==> src/rtl/core/wftd_pkg.sv <==
// Shared types and constants for the wire-format token decoder.
// Used by every module of the decoder; depends on nothing else.
`timescale 1ns / 1ps
`default_nettype none

package wftd_pkg;

  localparam int MAX_VARINT_BYTES = 10;
  localparam int QUEUE_DEPTH_DEF  = 4;

  localparam int FIELD_W = 29;
  localparam int WIRE_W  = 3;
  localparam int VALUE_W = 64;
  localparam int BYTE_W  = 8;
  localparam int LEFT_W  = 32;
  localparam int CNT_W   = 4;
  localparam int ODATA_W = 112;

  typedef enum logic [2:0] {
    PH_TAG     = 3'd0,
    PH_VARINT  = 3'd1,
    PH_FIX32   = 3'd2,
    PH_FIX64   = 3'd3,
    PH_LENGTH  = 3'd4,
    PH_PAYLOAD = 3'd5,
    PH_HOLD    = 3'd6
  } wftd_phase_t;

  typedef enum logic [2:0] {
    K_VALUE   = 3'd0,
    K_LENGTH  = 3'd1,
    K_PAYLOAD = 3'd2,
    K_GROUP   = 3'd3,
    K_ERROR   = 3'd4
  } wftd_kind_t;

  typedef enum logic [1:0] {
    ST_OK      = 2'd0,
    ST_UNTERM  = 2'd1,
    ST_ILLEGAL = 2'd2
  } wftd_status_t;

  localparam logic [WIRE_W-1:0] WT_VARINT = 3'd0;
  localparam logic [WIRE_W-1:0] WT_FIX64  = 3'd1;
  localparam logic [WIRE_W-1:0] WT_LEN    = 3'd2;
  localparam logic [WIRE_W-1:0] WT_GSTART = 3'd3;
  localparam logic [WIRE_W-1:0] WT_GEND   = 3'd4;
  localparam logic [WIRE_W-1:0] WT_FIX32  = 3'd5;

  typedef struct packed {
    wftd_kind_t          kind;
    logic [FIELD_W-1:0]  field_id;
    logic [WIRE_W-1:0]   wire_kind;
    logic [VALUE_W-1:0]  value;
    logic [BYTE_W-1:0]   payload_byte;
    logic                last;
    wftd_status_t        status;
  } wftd_rec_t;

  typedef struct packed {
    logic      valid;
    wftd_rec_t rec;
  } wftd_push_t;

endpackage

`default_nettype wire

==> src/rtl/core/wftd_front.sv <==
// Front end: accepts stream bytes, tracks the token phase and builds result records.
// Depends on wftd_pkg.
`timescale 1ns / 1ps
`default_nettype none

module wftd_front (
  input  wire logic                       clk,
  input  wire logic                       rst_n,
  input  wire logic                       accept,
  input  wire logic [wftd_pkg::BYTE_W-1:0] data_byte,
  input  wire logic                       frame_start,
  output wftd_pkg::wftd_push_t            push
);

  wftd_pkg::wftd_phase_t phase_r, phase_nxt, ph;
  logic [wftd_pkg::VALUE_W-1:0] acc_r, acc_nxt, acc;
  logic [wftd_pkg::CNT_W-1:0]   cnt_r, cnt_nxt, cnt, cnt_inc;
  logic [wftd_pkg::FIELD_W-1:0] field_r, field_nxt, fld;
  logic [wftd_pkg::WIRE_W-1:0]  wire_r, wire_nxt, wk;
  logic [wftd_pkg::LEFT_W-1:0]  left_r, left_nxt, left;

  logic [6:0]                   vsh;
  logic [5:0]                   fsh;
  logic [wftd_pkg::VALUE_W-1:0] vacc, facc;
  logic                         vdone, vfail, fdone, is_last;
  logic [wftd_pkg::WIRE_W-1:0]  tag_wire;

  always_comb begin
    ph   = frame_start ? wftd_pkg::PH_TAG : phase_r;
    acc  = frame_start ? '0 : acc_r;
    cnt  = frame_start ? '0 : cnt_r;
    fld  = frame_start ? '0 : field_r;
    wk   = frame_start ? '0 : wire_r;
    left = frame_start ? '0 : left_r;
  end

  always_comb begin
    cnt_inc  = cnt + 1'b1;
    vsh      = {3'b000, cnt} * 7'd7;
    fsh      = {cnt[2:0], 3'b000};
    vacc     = acc;
    if (cnt < wftd_pkg::CNT_W'(wftd_pkg::MAX_VARINT_BYTES)) begin
      vacc = acc | ({57'd0, data_byte[6:0]} << vsh);
    end
    facc     = acc;
    if (cnt < 4'd8) begin
      facc = acc | ({56'd0, data_byte} << fsh);
    end
    vdone    = !data_byte[7];
    vfail    = data_byte[7] && (cnt_inc >= wftd_pkg::CNT_W'(wftd_pkg::MAX_VARINT_BYTES));
    fdone    = (ph == wftd_pkg::PH_FIX32) ? (cnt_inc >= 4'd4) : (cnt_inc >= 4'd8);
    is_last  = (left <= 32'd1);
    tag_wire = vacc[2:0];
  end

  // Next state.
  always_comb begin
    phase_nxt = ph;
    acc_nxt   = acc;
    cnt_nxt   = cnt;
    field_nxt = fld;
    wire_nxt  = wk;
    left_nxt  = left;
    unique case (ph)
      wftd_pkg::PH_TAG: begin
        acc_nxt = vacc;
        cnt_nxt = cnt_inc;
        if (vfail) begin
          field_nxt = '0;
          wire_nxt  = '0;
          phase_nxt = wftd_pkg::PH_HOLD;
        end else if (vdone) begin
          field_nxt = vacc[31:3];
          wire_nxt  = tag_wire;
          acc_nxt   = '0;
          cnt_nxt   = '0;
          unique case (tag_wire)
            wftd_pkg::WT_VARINT: phase_nxt = wftd_pkg::PH_VARINT;
            wftd_pkg::WT_FIX64:  phase_nxt = wftd_pkg::PH_FIX64;
            wftd_pkg::WT_LEN:    phase_nxt = wftd_pkg::PH_LENGTH;
            wftd_pkg::WT_FIX32:  phase_nxt = wftd_pkg::PH_FIX32;
            wftd_pkg::WT_GSTART,
            wftd_pkg::WT_GEND:   phase_nxt = wftd_pkg::PH_TAG;
            default:             phase_nxt = wftd_pkg::PH_HOLD;
          endcase
        end
      end
      wftd_pkg::PH_VARINT, wftd_pkg::PH_LENGTH: begin
        acc_nxt = vacc;
        cnt_nxt = cnt_inc;
        if (vfail) begin
          phase_nxt = wftd_pkg::PH_HOLD;
        end else if (vdone) begin
          acc_nxt = '0;
          cnt_nxt = '0;
          if (ph == wftd_pkg::PH_VARINT) begin
            phase_nxt = wftd_pkg::PH_TAG;
          end else begin
            left_nxt  = vacc[31:0];
            phase_nxt = (vacc[31:0] == 32'd0) ? wftd_pkg::PH_TAG : wftd_pkg::PH_PAYLOAD;
          end
        end
      end
      wftd_pkg::PH_FIX32, wftd_pkg::PH_FIX64: begin
        acc_nxt = facc;
        cnt_nxt = cnt_inc;
        if (fdone) begin
          acc_nxt   = '0;
          cnt_nxt   = '0;
          phase_nxt = wftd_pkg::PH_TAG;
        end
      end
      wftd_pkg::PH_PAYLOAD: begin
        if (is_last) begin
          left_nxt  = '0;
          phase_nxt = wftd_pkg::PH_TAG;
        end else begin
          left_nxt = left - 1'b1;
        end
      end
      default: begin
        phase_nxt = wftd_pkg::PH_HOLD;
      end
    endcase
  end

  // Result record.
  always_comb begin
    push                  = '0;
    push.rec.kind         = wftd_pkg::K_VALUE;
    push.rec.status       = wftd_pkg::ST_OK;
    push.rec.field_id     = field_nxt;
    push.rec.wire_kind    = wire_nxt;
    if (accept) begin
      unique case (ph)
        wftd_pkg::PH_TAG: begin
          if (vfail) begin
            push.valid      = 1'b1;
            push.rec.kind   = wftd_pkg::K_ERROR;
            push.rec.status = wftd_pkg::ST_UNTERM;
          end else if (vdone) begin
            unique case (tag_wire)
              wftd_pkg::WT_VARINT, wftd_pkg::WT_FIX64,
              wftd_pkg::WT_LEN, wftd_pkg::WT_FIX32: push.valid = 1'b0;
              wftd_pkg::WT_GSTART, wftd_pkg::WT_GEND: begin
                push.valid    = 1'b1;
                push.rec.kind = wftd_pkg::K_GROUP;
              end
              default: begin
                push.valid      = 1'b1;
                push.rec.kind   = wftd_pkg::K_ERROR;
                push.rec.status = wftd_pkg::ST_ILLEGAL;
              end
            endcase
          end
        end
        wftd_pkg::PH_VARINT, wftd_pkg::PH_LENGTH: begin
          if (vfail) begin
            push.valid      = 1'b1;
            push.rec.kind   = wftd_pkg::K_ERROR;
            push.rec.status = wftd_pkg::ST_UNTERM;
          end else if (vdone) begin
            push.valid = 1'b1;
            if (ph == wftd_pkg::PH_VARINT) begin
              push.rec.value = vacc;
            end else begin
              push.rec.kind  = wftd_pkg::K_LENGTH;
              push.rec.value = {32'd0, vacc[31:0]};
            end
          end
        end
        wftd_pkg::PH_FIX32, wftd_pkg::PH_FIX64: begin
          if (fdone) begin
            push.valid     = 1'b1;
            push.rec.value = facc;
          end
        end
        wftd_pkg::PH_PAYLOAD: begin
          push.valid            = 1'b1;
          push.rec.kind         = wftd_pkg::K_PAYLOAD;
          push.rec.payload_byte = data_byte;
          push.rec.last         = is_last;
        end
        default: begin
          push.valid = 1'b0;
        end
      endcase
    end
  end

  always_ff @(posedge clk) begin
    if (!rst_n) begin
      phase_r <= wftd_pkg::PH_TAG;
      acc_r   <= '0;
      cnt_r   <= '0;
      field_r <= '0;
      wire_r  <= '0;
      left_r  <= '0;
    end else if (accept) begin
      phase_r <= phase_nxt;
      acc_r   <= acc_nxt;
      cnt_r   <= cnt_nxt;
      field_r <= field_nxt;
      wire_r  <= wire_nxt;
      left_r  <= left_nxt;
    end
  end

  a_err_holds: assert property (@(posedge clk) disable iff (!rst_n)
    (push.valid && push.rec.kind == wftd_pkg::K_ERROR) |=> (phase_r == wftd_pkg::PH_HOLD))
    else $error("decoder did not hold after an error");

  a_hold_silent: assert property (@(posedge clk) disable iff (!rst_n)
    (phase_r == wftd_pkg::PH_HOLD && !frame_start) |-> !push.valid)
    else $error("result produced while holding after an error");

endmodule

`default_nettype wire

==> src/rtl/core/wftd_queue.sv <==
// Short record queue between the decoder front end and the output stage.
// Depends on wftd_pkg.
`timescale 1ns / 1ps
`default_nettype none

module wftd_queue #(
  parameter int DEPTH = wftd_pkg::QUEUE_DEPTH_DEF
) (
  input  wire logic                 clk,
  input  wire logic                 rst_n,
  input  wftd_pkg::wftd_push_t      push,
  output logic                      full,
  output logic                      rd_valid,
  output wftd_pkg::wftd_rec_t       rd_rec,
  input  wire logic                 pop
);

  localparam int AW = (DEPTH > 1) ? $clog2(DEPTH) : 1;
  localparam int CW = $clog2(DEPTH + 1);

  wftd_pkg::wftd_rec_t mem [DEPTH];
  logic [AW-1:0] wr_ptr_r, rd_ptr_r;
  logic [CW-1:0] count_r;

  assign full     = (count_r == CW'(DEPTH));
  assign rd_valid = (count_r != '0);
  assign rd_rec   = mem[rd_ptr_r];

  always_ff @(posedge clk) begin
    if (push.valid) begin
      mem[wr_ptr_r] <= push.rec;
    end
  end

  always_ff @(posedge clk) begin
    if (!rst_n) begin
      wr_ptr_r <= '0;
      rd_ptr_r <= '0;
      count_r  <= '0;
    end else begin
      if (push.valid) begin
        wr_ptr_r <= (wr_ptr_r == AW'(DEPTH - 1)) ? '0 : wr_ptr_r + 1'b1;
      end
      if (pop) begin
        rd_ptr_r <= (rd_ptr_r == AW'(DEPTH - 1)) ? '0 : rd_ptr_r + 1'b1;
      end
      if (push.valid && !pop) begin
        count_r <= count_r + 1'b1;
      end else if (!push.valid && pop) begin
        count_r <= count_r - 1'b1;
      end
    end
  end

  a_no_overflow: assert property (@(posedge clk) disable iff (!rst_n)
    push.valid |-> (count_r != CW'(DEPTH)))
    else $error("record written into a full queue");

  a_no_underflow: assert property (@(posedge clk) disable iff (!rst_n)
    pop |-> (count_r != '0))
    else $error("record read from an empty queue");

  a_count_up: assert property (@(posedge clk) disable iff (!rst_n)
    (push.valid && !pop) |=> (count_r == $past(count_r) + 1'b1))
    else $error("queue fill count did not follow a write");

endmodule

`default_nettype wire

==> src/rtl/core/wftd_back.sv <==
// Back end: output register that drains the record queue onto the result stream.
// Depends on wftd_pkg.
`timescale 1ns / 1ps
`default_nettype none

module wftd_back (
  input  wire logic                        clk,
  input  wire logic                        rst_n,
  input  wire logic                        rd_valid,
  input  wftd_pkg::wftd_rec_t              rd_rec,
  output logic                             pop,
  output logic                             out_tvalid,
  input  wire logic                        out_tready,
  output logic [wftd_pkg::ODATA_W-1:0]     out_tdata,
  output logic [2:0]                       out_tuser,
  output logic                             out_tlast
);

  logic                valid_r;
  wftd_pkg::wftd_rec_t rec_r;

  assign pop = rd_valid && (!valid_r || out_tready);

  always_ff @(posedge clk) begin
    if (!rst_n) begin
      valid_r <= 1'b0;
    end else if (!valid_r || out_tready) begin
      valid_r <= rd_valid;
    end
  end

  always_ff @(posedge clk) begin
    if (pop) begin
      rec_r <= rd_rec;
    end
  end

  assign out_tvalid = valid_r;
  assign out_tuser  = rec_r.kind;
  assign out_tlast  = rec_r.last;
  assign out_tdata  = {6'd0, rec_r.status, rec_r.payload_byte, rec_r.value,
                       rec_r.wire_kind, rec_r.field_id};

endmodule

`default_nettype wire

==> src/rtl/core/wire_format_token_decoder.sv <==
// Top level of the wire-format token decoder: front end, record queue, output stage.
// Depends on wftd_pkg, wftd_front, wftd_queue and wftd_back.
//
// The input stream carries one encoded byte per request in in_tdata; in_tuser marks
// a frame start, which clears the decoder and any error, and the byte begins a tag.
// Each completed value, length, payload byte, group marker or error leaves as one
// request on the output stream: out_tuser is the kind, out_tlast marks the final
// payload byte of a delimited field, and out_tdata holds the field number, wire
// type, value, payload byte and status.
// One byte is taken every cycle while the queue is not full. A result is written
// into the queue at the edge that accepts its byte and moves into the output
// register, which drives out_tvalid, once that register is empty or out_tready is
// high. Tag and value bytes that complete nothing give no result.
// A stalled receiver fills the queue of QUEUE_DEPTH records and the output register;
// in_tready falls only when the queue is full, so input and output stall apart.
// Reset (rst_n low, synchronous) empties the queue and output register and puts
// the decoder in the expect-tag phase.
`timescale 1ns / 1ps
`default_nettype none

module wire_format_token_decoder #(
  parameter int QUEUE_DEPTH = wftd_pkg::QUEUE_DEPTH_DEF
) (
  input  wire logic                          clk,
  input  wire logic                          rst_n,
  input  wire logic                          in_tvalid,
  output logic                               in_tready,
  input  wire logic [7:0]                    in_tdata,   // data_byte[7:0]
  input  wire logic                          in_tuser,   // frame_start
  output logic                               out_tvalid,
  input  wire logic                          out_tready,
  // field_id[28:0], wire_kind[31:29], value[95:32], payload_byte[103:96],
  // status[105:104], zero[111:106]
  output logic [wftd_pkg::ODATA_W-1:0]       out_tdata,
  output logic [2:0]                         out_tuser,  // kind
  output logic                               out_tlast
);

  logic                 accept;
  logic                 full;
  logic                 rd_valid;
  logic                 pop;
  wftd_pkg::wftd_push_t push;
  wftd_pkg::wftd_rec_t  rd_rec;

  assign in_tready = !full;
  assign accept    = in_tvalid && in_tready;

  wftd_front u_front (
    .clk         (clk),
    .rst_n       (rst_n),
    .accept      (accept),
    .data_byte   (in_tdata),
    .frame_start (in_tuser),
    .push        (push)
  );

  wftd_queue #(
    .DEPTH (QUEUE_DEPTH)
  ) u_queue (
    .clk      (clk),
    .rst_n    (rst_n),
    .push     (push),
    .full     (full),
    .rd_valid (rd_valid),
    .rd_rec   (rd_rec),
    .pop      (pop)
  );

  wftd_back u_back (
    .clk        (clk),
    .rst_n      (rst_n),
    .rd_valid   (rd_valid),
    .rd_rec     (rd_rec),
    .pop        (pop),
    .out_tvalid (out_tvalid),
    .out_tready (out_tready),
    .out_tdata  (out_tdata),
    .out_tuser  (out_tuser),
    .out_tlast  (out_tlast)
  );

endmodule

`default_nettype wire
==> config.mk <==
export PLATFORM = sky130hd
export DESIGN_NAME = wire_format_token_decoder
export DESIGN_NICKNAME = d
export VERILOG_FILES = /design/src/rtl/core/wftd_pkg.sv /design/src/rtl/core/wftd_front.sv /design/src/rtl/core/wftd_queue.sv /design/src/rtl/core/wftd_back.sv /design/src/rtl/core/wire_format_token_decoder.sv
export SDC_FILE = /design/constraint.sdc
export NUM_CORES = 1
export LEC_CHECK = 0
export BUFFER_PORTS_ARGS = -buffer_cell sky130_fd_sc_hd__buf_2
export CAP_MARGIN = 20
export CORE_ASPECT_RATIO = 0.6
export CORE_MARGIN = 3
export CORE_UTILIZATION = 46
export DETAILED_ROUTE_END_ITERATION = 7
export GPL_TIMING_DRIVEN = 0
export PLACE_DENSITY = 0.71
export SYNTH_ARGS = -nofsm -noshare
export SYNTH_HDL_FRONTEND = slang
export SYNTH_SLANG_ARGS = --single-unit
==> constraint.sdc <==
create_clock -name clk -period 10.37 [get_ports clk]
set_clock_uncertainty 0.15 [all_clocks]
set_input_delay 2.074 -clock clk [delete_from_list [all_inputs] [get_ports clk]]
set_output_delay 2.074 -clock clk [all_outputs]
set_load 0.02 [all_outputs]
======== Word-level counts from Yosys, hierarchy flattened ========
Memories as Yosys holds them, arrays and structs flattened. A register that Yosys moved wholly into a read port is not among the register bits.
Index checks and enable logic that the tools add are counted.
storage, ports and cells
  register bits ........................... 143
  RAM bits ................................ 440
  input bits .............................. 13
  output and inout bits ................... 118
  memories kept ........................... 1
memory list
  memory       words  bits a word  rd ports  clocked after memory_dff  wr ports  RTL line          source
  u_queue.mem  4      110          1         1                         1         wftd_queue.sv:21  wftd_pkg::wftd_rec_t mem [DEPTH];
operators by class
  $add $sub $neg .......................... 6
  $mul .................................... 1
  magnitude comparators ................... 6
  equal/unequal tests ..................... 13
  shift operators ......................... 2
  multiplexer cells ....................... 67
  bitwise logic cells ..................... 2
  reductions and logical operators ........ 21
operators by type and width
  kind                                                              count
  2-to-1 mux 64 bit                                                 10
  one-hot mux 64 bit (2 select lines)                               2
  2-to-1 mux 32 bit                                                 5
  bitwise OR 64 bit                                                 2
  2-to-1 mux 29 bit                                                 4
  2-to-1 mux 75 bit                                                 1
  one-hot mux 32 bit (2 select lines)                               1
  << shifter 7 x 7 -> 64 bit                                        1
  << shifter 8 x 6 -> 64 bit                                        1
  2-to-1 mux 3 bit                                                  15
  2-to-1 mux 4 bit                                                  9
  less-or-equal comparator 32 x 1 -> 1 bit (second input constant)  1
  zero test 32 bit                                                  1
  subtractor 32 x 1 -> 32 bit (second input constant)               1
  equality test 3 bit (second input constant)                       5
  one-hot mux 3 bit (5 select lines)                                1
  equality test 3 x 2 -> 1 bit (second input constant)              4
  one-hot mux 3 bit (4 select lines)                                1
  2-to-1 mux 2 bit                                                  5
  2-to-1 mux 9 bit                                                  1
  one-hot mux 3 bit (3 select lines)                                1
  greater-or-equal comparator 4 bit (second input constant)         2
  < comparator 4 bit (second input constant)                        2
  one-hot mux 4 bit (2 select lines)                                1
  other kinds (22)                                                  41

======== Longest topological paths before layout ========
  depth in word-level cells ............... 16
  depth in mapped cells ................... 13
  depth with buffers taken out ............ 11

======== Cells and area by module ========
From an unflattened synthesis, not the netlist that was laid out.
unflattened totals
  cell total of the unflattened synthesis .. 2086
  area total of the unflattened synthesis .. 29336.9 sq um
modules (own cells, without submodules)
  module                     times used  cells each  area an instance (sq um)  seq. area each (sq um)
  wftd_queue                 1           618         16335.7                   13392.8
  wftd_front                 1           1345        9591.7                    2702.6
  wftd_back                  1           121         3399.5                    3323.2
  wire_format_token_decoder  1           2           10.0                      0.0

======== Worst setup path before layout ========
Ideal clock, no wire load.
  path type ............................... input -> register
  start point ............................. input out_tready
  end point ............................... register u_queue.count_r[2]
  setup time .............................. 0.071 ns
  data arrival time ....................... 9.291 ns
  data required time ...................... 10.149 ns
  setup slack ............................. 0.858 ns
  stages on the path ...................... 9
  cell sequence ........................... inv_1 -> a21oi_1 -> inv_1 -> ha_1 -> inv_1 -> fa_1 -> xor2_1 -> or3_1 -> a21oi_1
on the way
  word-level cells in the longest chain between the ends .. 5
  elaborated cells between the ends (all ways) .. 7
ends and longest elaborated chain
  item                                                           RTL line                         source
  start: declaration                                             wire_format_token_decoder.sv:31  input wire logic out_tready,
  logical OR 1 bit *                                             wftd_back.sv:22                  assign pop = rd_valid && (!valid_r || out_tready);
  logical AND 1 bit *                                            wftd_back.sv:22
  net pop                                                        wire_format_token_decoder.sv:42  logic pop;
  zero test 1 bit                                                wftd_queue.sv:47                 if (push.valid && !pop) begin
  logical AND 1 bit                                              wftd_queue.sv:47
  2-to-1 mux 3 bit / nonzero test 2 bit (equally long branches)  -
  end signal: assignment                                         wftd_queue.sv:48                 count_r <= count_r + 1'b1;
  end signal: assignment                                         wftd_queue.sv:50                 count_r <= count_r - 1'b1;
  end: declaration                                               wftd_queue.sv:23                 logic [CW-1:0] count_r;
Mark *: on every way through the listed nets, which the timed path passes. The rest lies on a longest branch.
A chain may end at the register's enable or synchronous reset.

======== Worst setup path after layout ========
  start point ............................. input in_tuser
  end point ............................... register u_front.left_r[28] (netlist name)
on the way
  word-level cells in the longest chain between the ends .. 9
  elaborated cells between the ends (all ways) .. 23
ends and longest elaborated chain
  item                                   RTL line                         source
  start: declaration                     wire_format_token_decoder.sv:29  input wire logic in_tuser,
  2-to-1 mux 4 bit                       wftd_front.sv:31                 cnt = frame_start ? '0 : cnt_r;
  multiplier 4 x 3 -> 7 bit              wftd_front.sv:39                 vsh = {3'b000, cnt} * 7'd7;
  << shifter 7 x 7 -> 64 bit             wftd_front.sv:43                 vacc = acc | ({57'd0, data_byte[6:0]} << vsh);
  bitwise OR 64 bit                      wftd_front.sv:43
  2-to-1 mux 64 bit                      wftd_front.sv:42                 if (cnt < wftd_pkg::CNT_W'(wftd_pkg::MAX_VARINT_BYTES)) begin
  2-to-1 mux 32 bit                      wftd_front.sv:96                 if (ph == wftd_pkg::PH_VARINT) begin
  2-to-1 mux 32 bit                      wftd_front.sv:93                 end else if (vdone) begin
  2-to-1 mux 32 bit                      wftd_front.sv:91                 if (vfail) begin
  one-hot mux 32 bit (2 select lines) *  wftd_front.sv:64                 unique case (ph)
  end signal: assignment                 wftd_front.sv:205                left_r <= left_nxt;
  end: declaration                       wftd_front.sv:20                 logic [wftd_pkg::LEFT_W-1:0] left_r, left_nxt, left;
Mark *: on every way between the ends. The rest lies on a longest branch, timed or not.

==> results.md <==
- pwr dens: 245 nW/um2
- Max VDD drop: 0.000229 V
- post-route fraction of the period consumed by the critical path: 0.640
- CP max FO: 11
- most frequent cells after synthesis: 550 x sky130_fd_sc_hd__edfxtp_1, 218 x sky130_fd_sc_hd__nor2_1, 196 x sky130_fd_sc_hd__a21oi_1
- Hold Crit Start: u_front.acc_r[60]
- part of the power in registers: 0.433
- final critical path time including I/O delays and setup: 6.64 ns
- Tot Pwr: 8280 uW
- largest net degree at the start of global routing: 50
- minimum setup slack after placement: 3.52 ns
- Slowest-stage cell, CP: sky130_fd_sc_hd__clkbuf_1
- starting density of the core: 0.468
- flop and latch count out of synthesis: 693
- Layout Cell Area excl Fill: 33800 um2
- worst reg2reg path startpoint: u_front.cnt_r[0]
- overall routed net length: 106000 um
- Worst setup SP type: input port
- unrepaired setup endpoints after global routing: no
- starting DRC count in detailed routing: 3484
- final estimated routing congestion in global placement: 0.996
- sequential-to-total area share from yosys stat: 0.657
- area share of the leading cell type in the synthesized netlist: 0.560
- Hold Crit Endpoint: u_front.acc_r[60]
- boundary pin count: 131
- critical path start-end classification: input port to flip-flop
- insertion delay to the later sink of the worst-skew pair: 0.64 ns
- total of endpoints with negative setup slack in the final report: 0
- first-pass iteration count of the detailed router: 7
- most repeated cell in the gate-level netlist after synthesis: sky130_fd_sc_hd__edfxtp_1
- actual slew at the worst max-slew pin: 1.26 ns
- Synth Area per Inst: 13.4 um2
- total number of yosys warnings: 0
- Hold Path Cell Cnt: 2
- Slew Viols, Final: 0
- post-DR vias/cell: 6.48
- TritonCTS clock tree: built
- leading post-synthesis cells by cell area: sky130_fd_sc_hd__edfxtp_1 56%, sky130_fd_sc_hd__dfxtp_1 9.7%, sky130_fd_sc_hd__mux4_2 8.4%, sky130_fd_sc_hd__a21oi_1 3.3%, sky130_fd_sc_hd__nor2_1 2.8%
- core area: 63100 um2
- summed instance area of the synthesized netlist: 29500 um2
- Final ANT Viol Nets: 0
- Hold/Removal Path Class: flip-flop to flip-flop
- Global Route Usage Sum: 0.313
- cell chosen for the clock root: sky130_fd_sc_hd__clkbuf_16
- leak pwr: 0.0108 uW
- cells along the critical path: buf_2, buf_2, buf_1, clkbuf_1, nor2b_1, inv_1, ha_1, o21ai_0, clkbuf_1, a21oi_1, a31o_2, o311ai_0, a21oi_1
- sequential cell area in the final layout: 19400 um2
- CTS HTree Levels: 3
- Routed wire per std cell: 31.9 um
- Placement Cell Area: 31600 um2
- cell count after synthesis: 2200
- Max Root-Sink Buffers: 3
- top cell type by total area after synthesis: sky130_fd_sc_hd__edfxtp_1
- most used flip-flop cell after synthesis: sky130_fd_sc_hd__edfxtp_1
- standard-cell rows: 71
- share of total power consumed by net switching: 0.325
- accumulated negative setup slack: 0 ns
- Post-CTS Repair Setup Buffers: 0
- initial antenna violation count: 3
- full die area: 67300 um2
- Max stage delay on crit path: 0.88 ns
- hold-fix buffer count after cts: 0
- Worst setup EP type: flip-flop
- Comb power frac: 0.270
- data arrival time of the critical path: 7.05 ns
- R2R cell count: 13
- clock buffer count from CTS: 66
- final-report hold violation count: 0
- DRC violation count after routing: 0
- vertical extent of the die: 202 um
- share of flip-flops with an asynchronous set or reset: 0
- total global routing overflow: 0
- proportion of layout cells with a drive suffix above 1: 0.167
- die width: 333 um
- number of sinks handled by clock tree synthesis: 693
- FF-to-FF setup slack: 5.68 ns
- P&R area growth vs syn: 14.6%
- maximum operating frequency: 151 MHz
- filler cell count: 5201
- number of global-route vias before repair: 20400
- number of gates given a new drive strength after cts: 0
- first-pass GRT wire length: 150000 um
- crit path setup slack, layout: 3.73 ns
- vias: 21500
- number of nets in the finished design: 2441
- multi-input gate area in the final layout: 9370 um2
- number of flops mapped to enable cells by yosys: 550
- reg2reg end: u_queue.count_r[2]
- power spent charging and discharging nets: 2690 uW
- run status: complete, no violations
- relative contribution of the clock network to total power: 0.297
- count of input and output buffers: 123
- Maximum Capacitance Violations: 0
- detailed placer's ending HPWL: 76300 um
- remaining max-slew budget at the tightest pin: 0.154
- data required time of the critical path: 10.78 ns
- number of distinct library cell variants in the gate-level netlist after synthesis: 86
- clock-pin slew of the registers on the worst-case setup and hold paths: 0.08 ns
- Internal Pwr Total: 5580 uW
[layer usage]
layer / vias to the layer above / track usage / routed length, um
met5: - / 0 / 13
met4: 2 / 0.0720 / 2300
met3: 176 / 0.0933 / 13000
met2: 1331 / 0.399 / 40700
met1: 11000 / 0.514 / 50000
li1: 8986 / - / -
[metrics by stage]
stage / cells / hold slack, ns / utilization
floorplan: 2205 / 0.274 / -
detailed placement: 3185 / 0.291 / 0.501
finish: 3317 / 0.301 / 0.536
CTS: 3307 / 0.301 / 0.535
global route: 3313 / 0.323 / 0.536
global placement: 3167 / 0.289 / 0.495
[how the worst max path moves through the flow]
| stage | start | cells after the start | end |
|---|---|---|---|
| finish | in_tuser | 13 | u_front.left_r[28] |
| global route | in_tuser | 13 | u_front.left_r[26] |
| CTS | in_tuser | 13 | u_front.left_r[28] |
| detailed placement | in_tuser | 13 | u_front.left_r[28] |
| global placement | out_tready | 10 | u_queue.count_r[2] |
| floorplan | out_tready | 9 | u_queue.count_r[2] |
[flip-flops by register name (all words and copies together) (netlist names), 3 cells and up]
register,flops
u_queue.mem,440
u_back.out_tdata,106
u_front.acc_r,64
u_front.left_r,32
u_front.field_r,29
u_front.cnt_r,4
u_back.out_tuser,3
u_front.phase_r,3
u_front.wire_r,3
u_queue.count_r,3
[power groups by stage]
stage | Combinational, uW | Sequential (uW) | Clock [uW]
finish | 2230 | 3590 | 2460
CTS | 2210 | 3590 | 2490
global placement | 2120 | 3720 | 0
global route | 2360 | 3620 | 2600
floorplan | 1060 | 3980 | 0
detailed placement | 2200 | 3640 | 0
[cell families (layout without fill, tap and decap cells)]
family	after synthesis	count (layout)	synth area share
fa+ha+maj	10	10	0.00441
flops	693	693	0.657
mux	123	123	0.0886
compound gates	590	590	0.129
other cells	1	11	0.000127
buf+inv	202	470	0.0276
simple gates	574	574	0.0911
xor+xnor	7	7	0.00208
[critical path, delay by kind of cell]
family | cells | cell delay [ns]
AO/OA/AOI/OAI | 5 | 1.66
buffers and inverters | 6 | 2.53
adder cells (fa/ha/maj) | 1 | 0.43
AND/OR/NAND/NOR | 1 | 0.32
[layout by cell type, fill, tap and decap left out, types with 48 or more instances in the layout]
| cell type | count |
|---|---|
| sky130_fd_sc_hd__edfxtp_1 | 550 |
| sky130_fd_sc_hd__nor2_1 | 218 |
| sky130_fd_sc_hd__a21oi_1 | 195 |
| sky130_fd_sc_hd__nand2_1 | 145 |
| sky130_fd_sc_hd__dfxtp_1 | 143 |
| sky130_fd_sc_hd__buf_2 | 142 |
| sky130_fd_sc_hd__clkbuf_1 | 138 |
| sky130_fd_sc_hd__mux4_2 | 110 |
| sky130_fd_sc_hd__o21ai_0 | 105 |
| sky130_fd_sc_hd__clkbuf_16 | 68 |
| sky130_fd_sc_hd__a22oi_1 | 62 |
| sky130_fd_sc_hd__a22o_1 | 48 |
[cell type report]
type / count / area share
well taps: 839 / 0.0310
diodes: 5 / 0.000370
clock buffers: 90 / 0.0542
clock inverters: 32 / 0.00969
flip-flops and latches: 693 / 0.573
multi-input cells: 1310 / 0.277
repair buffers: 146 / 0.0306
inverters: 24 / 0.00266
plain buffers: 178 / 0.0215
Power figures use the tool's default switching activity.
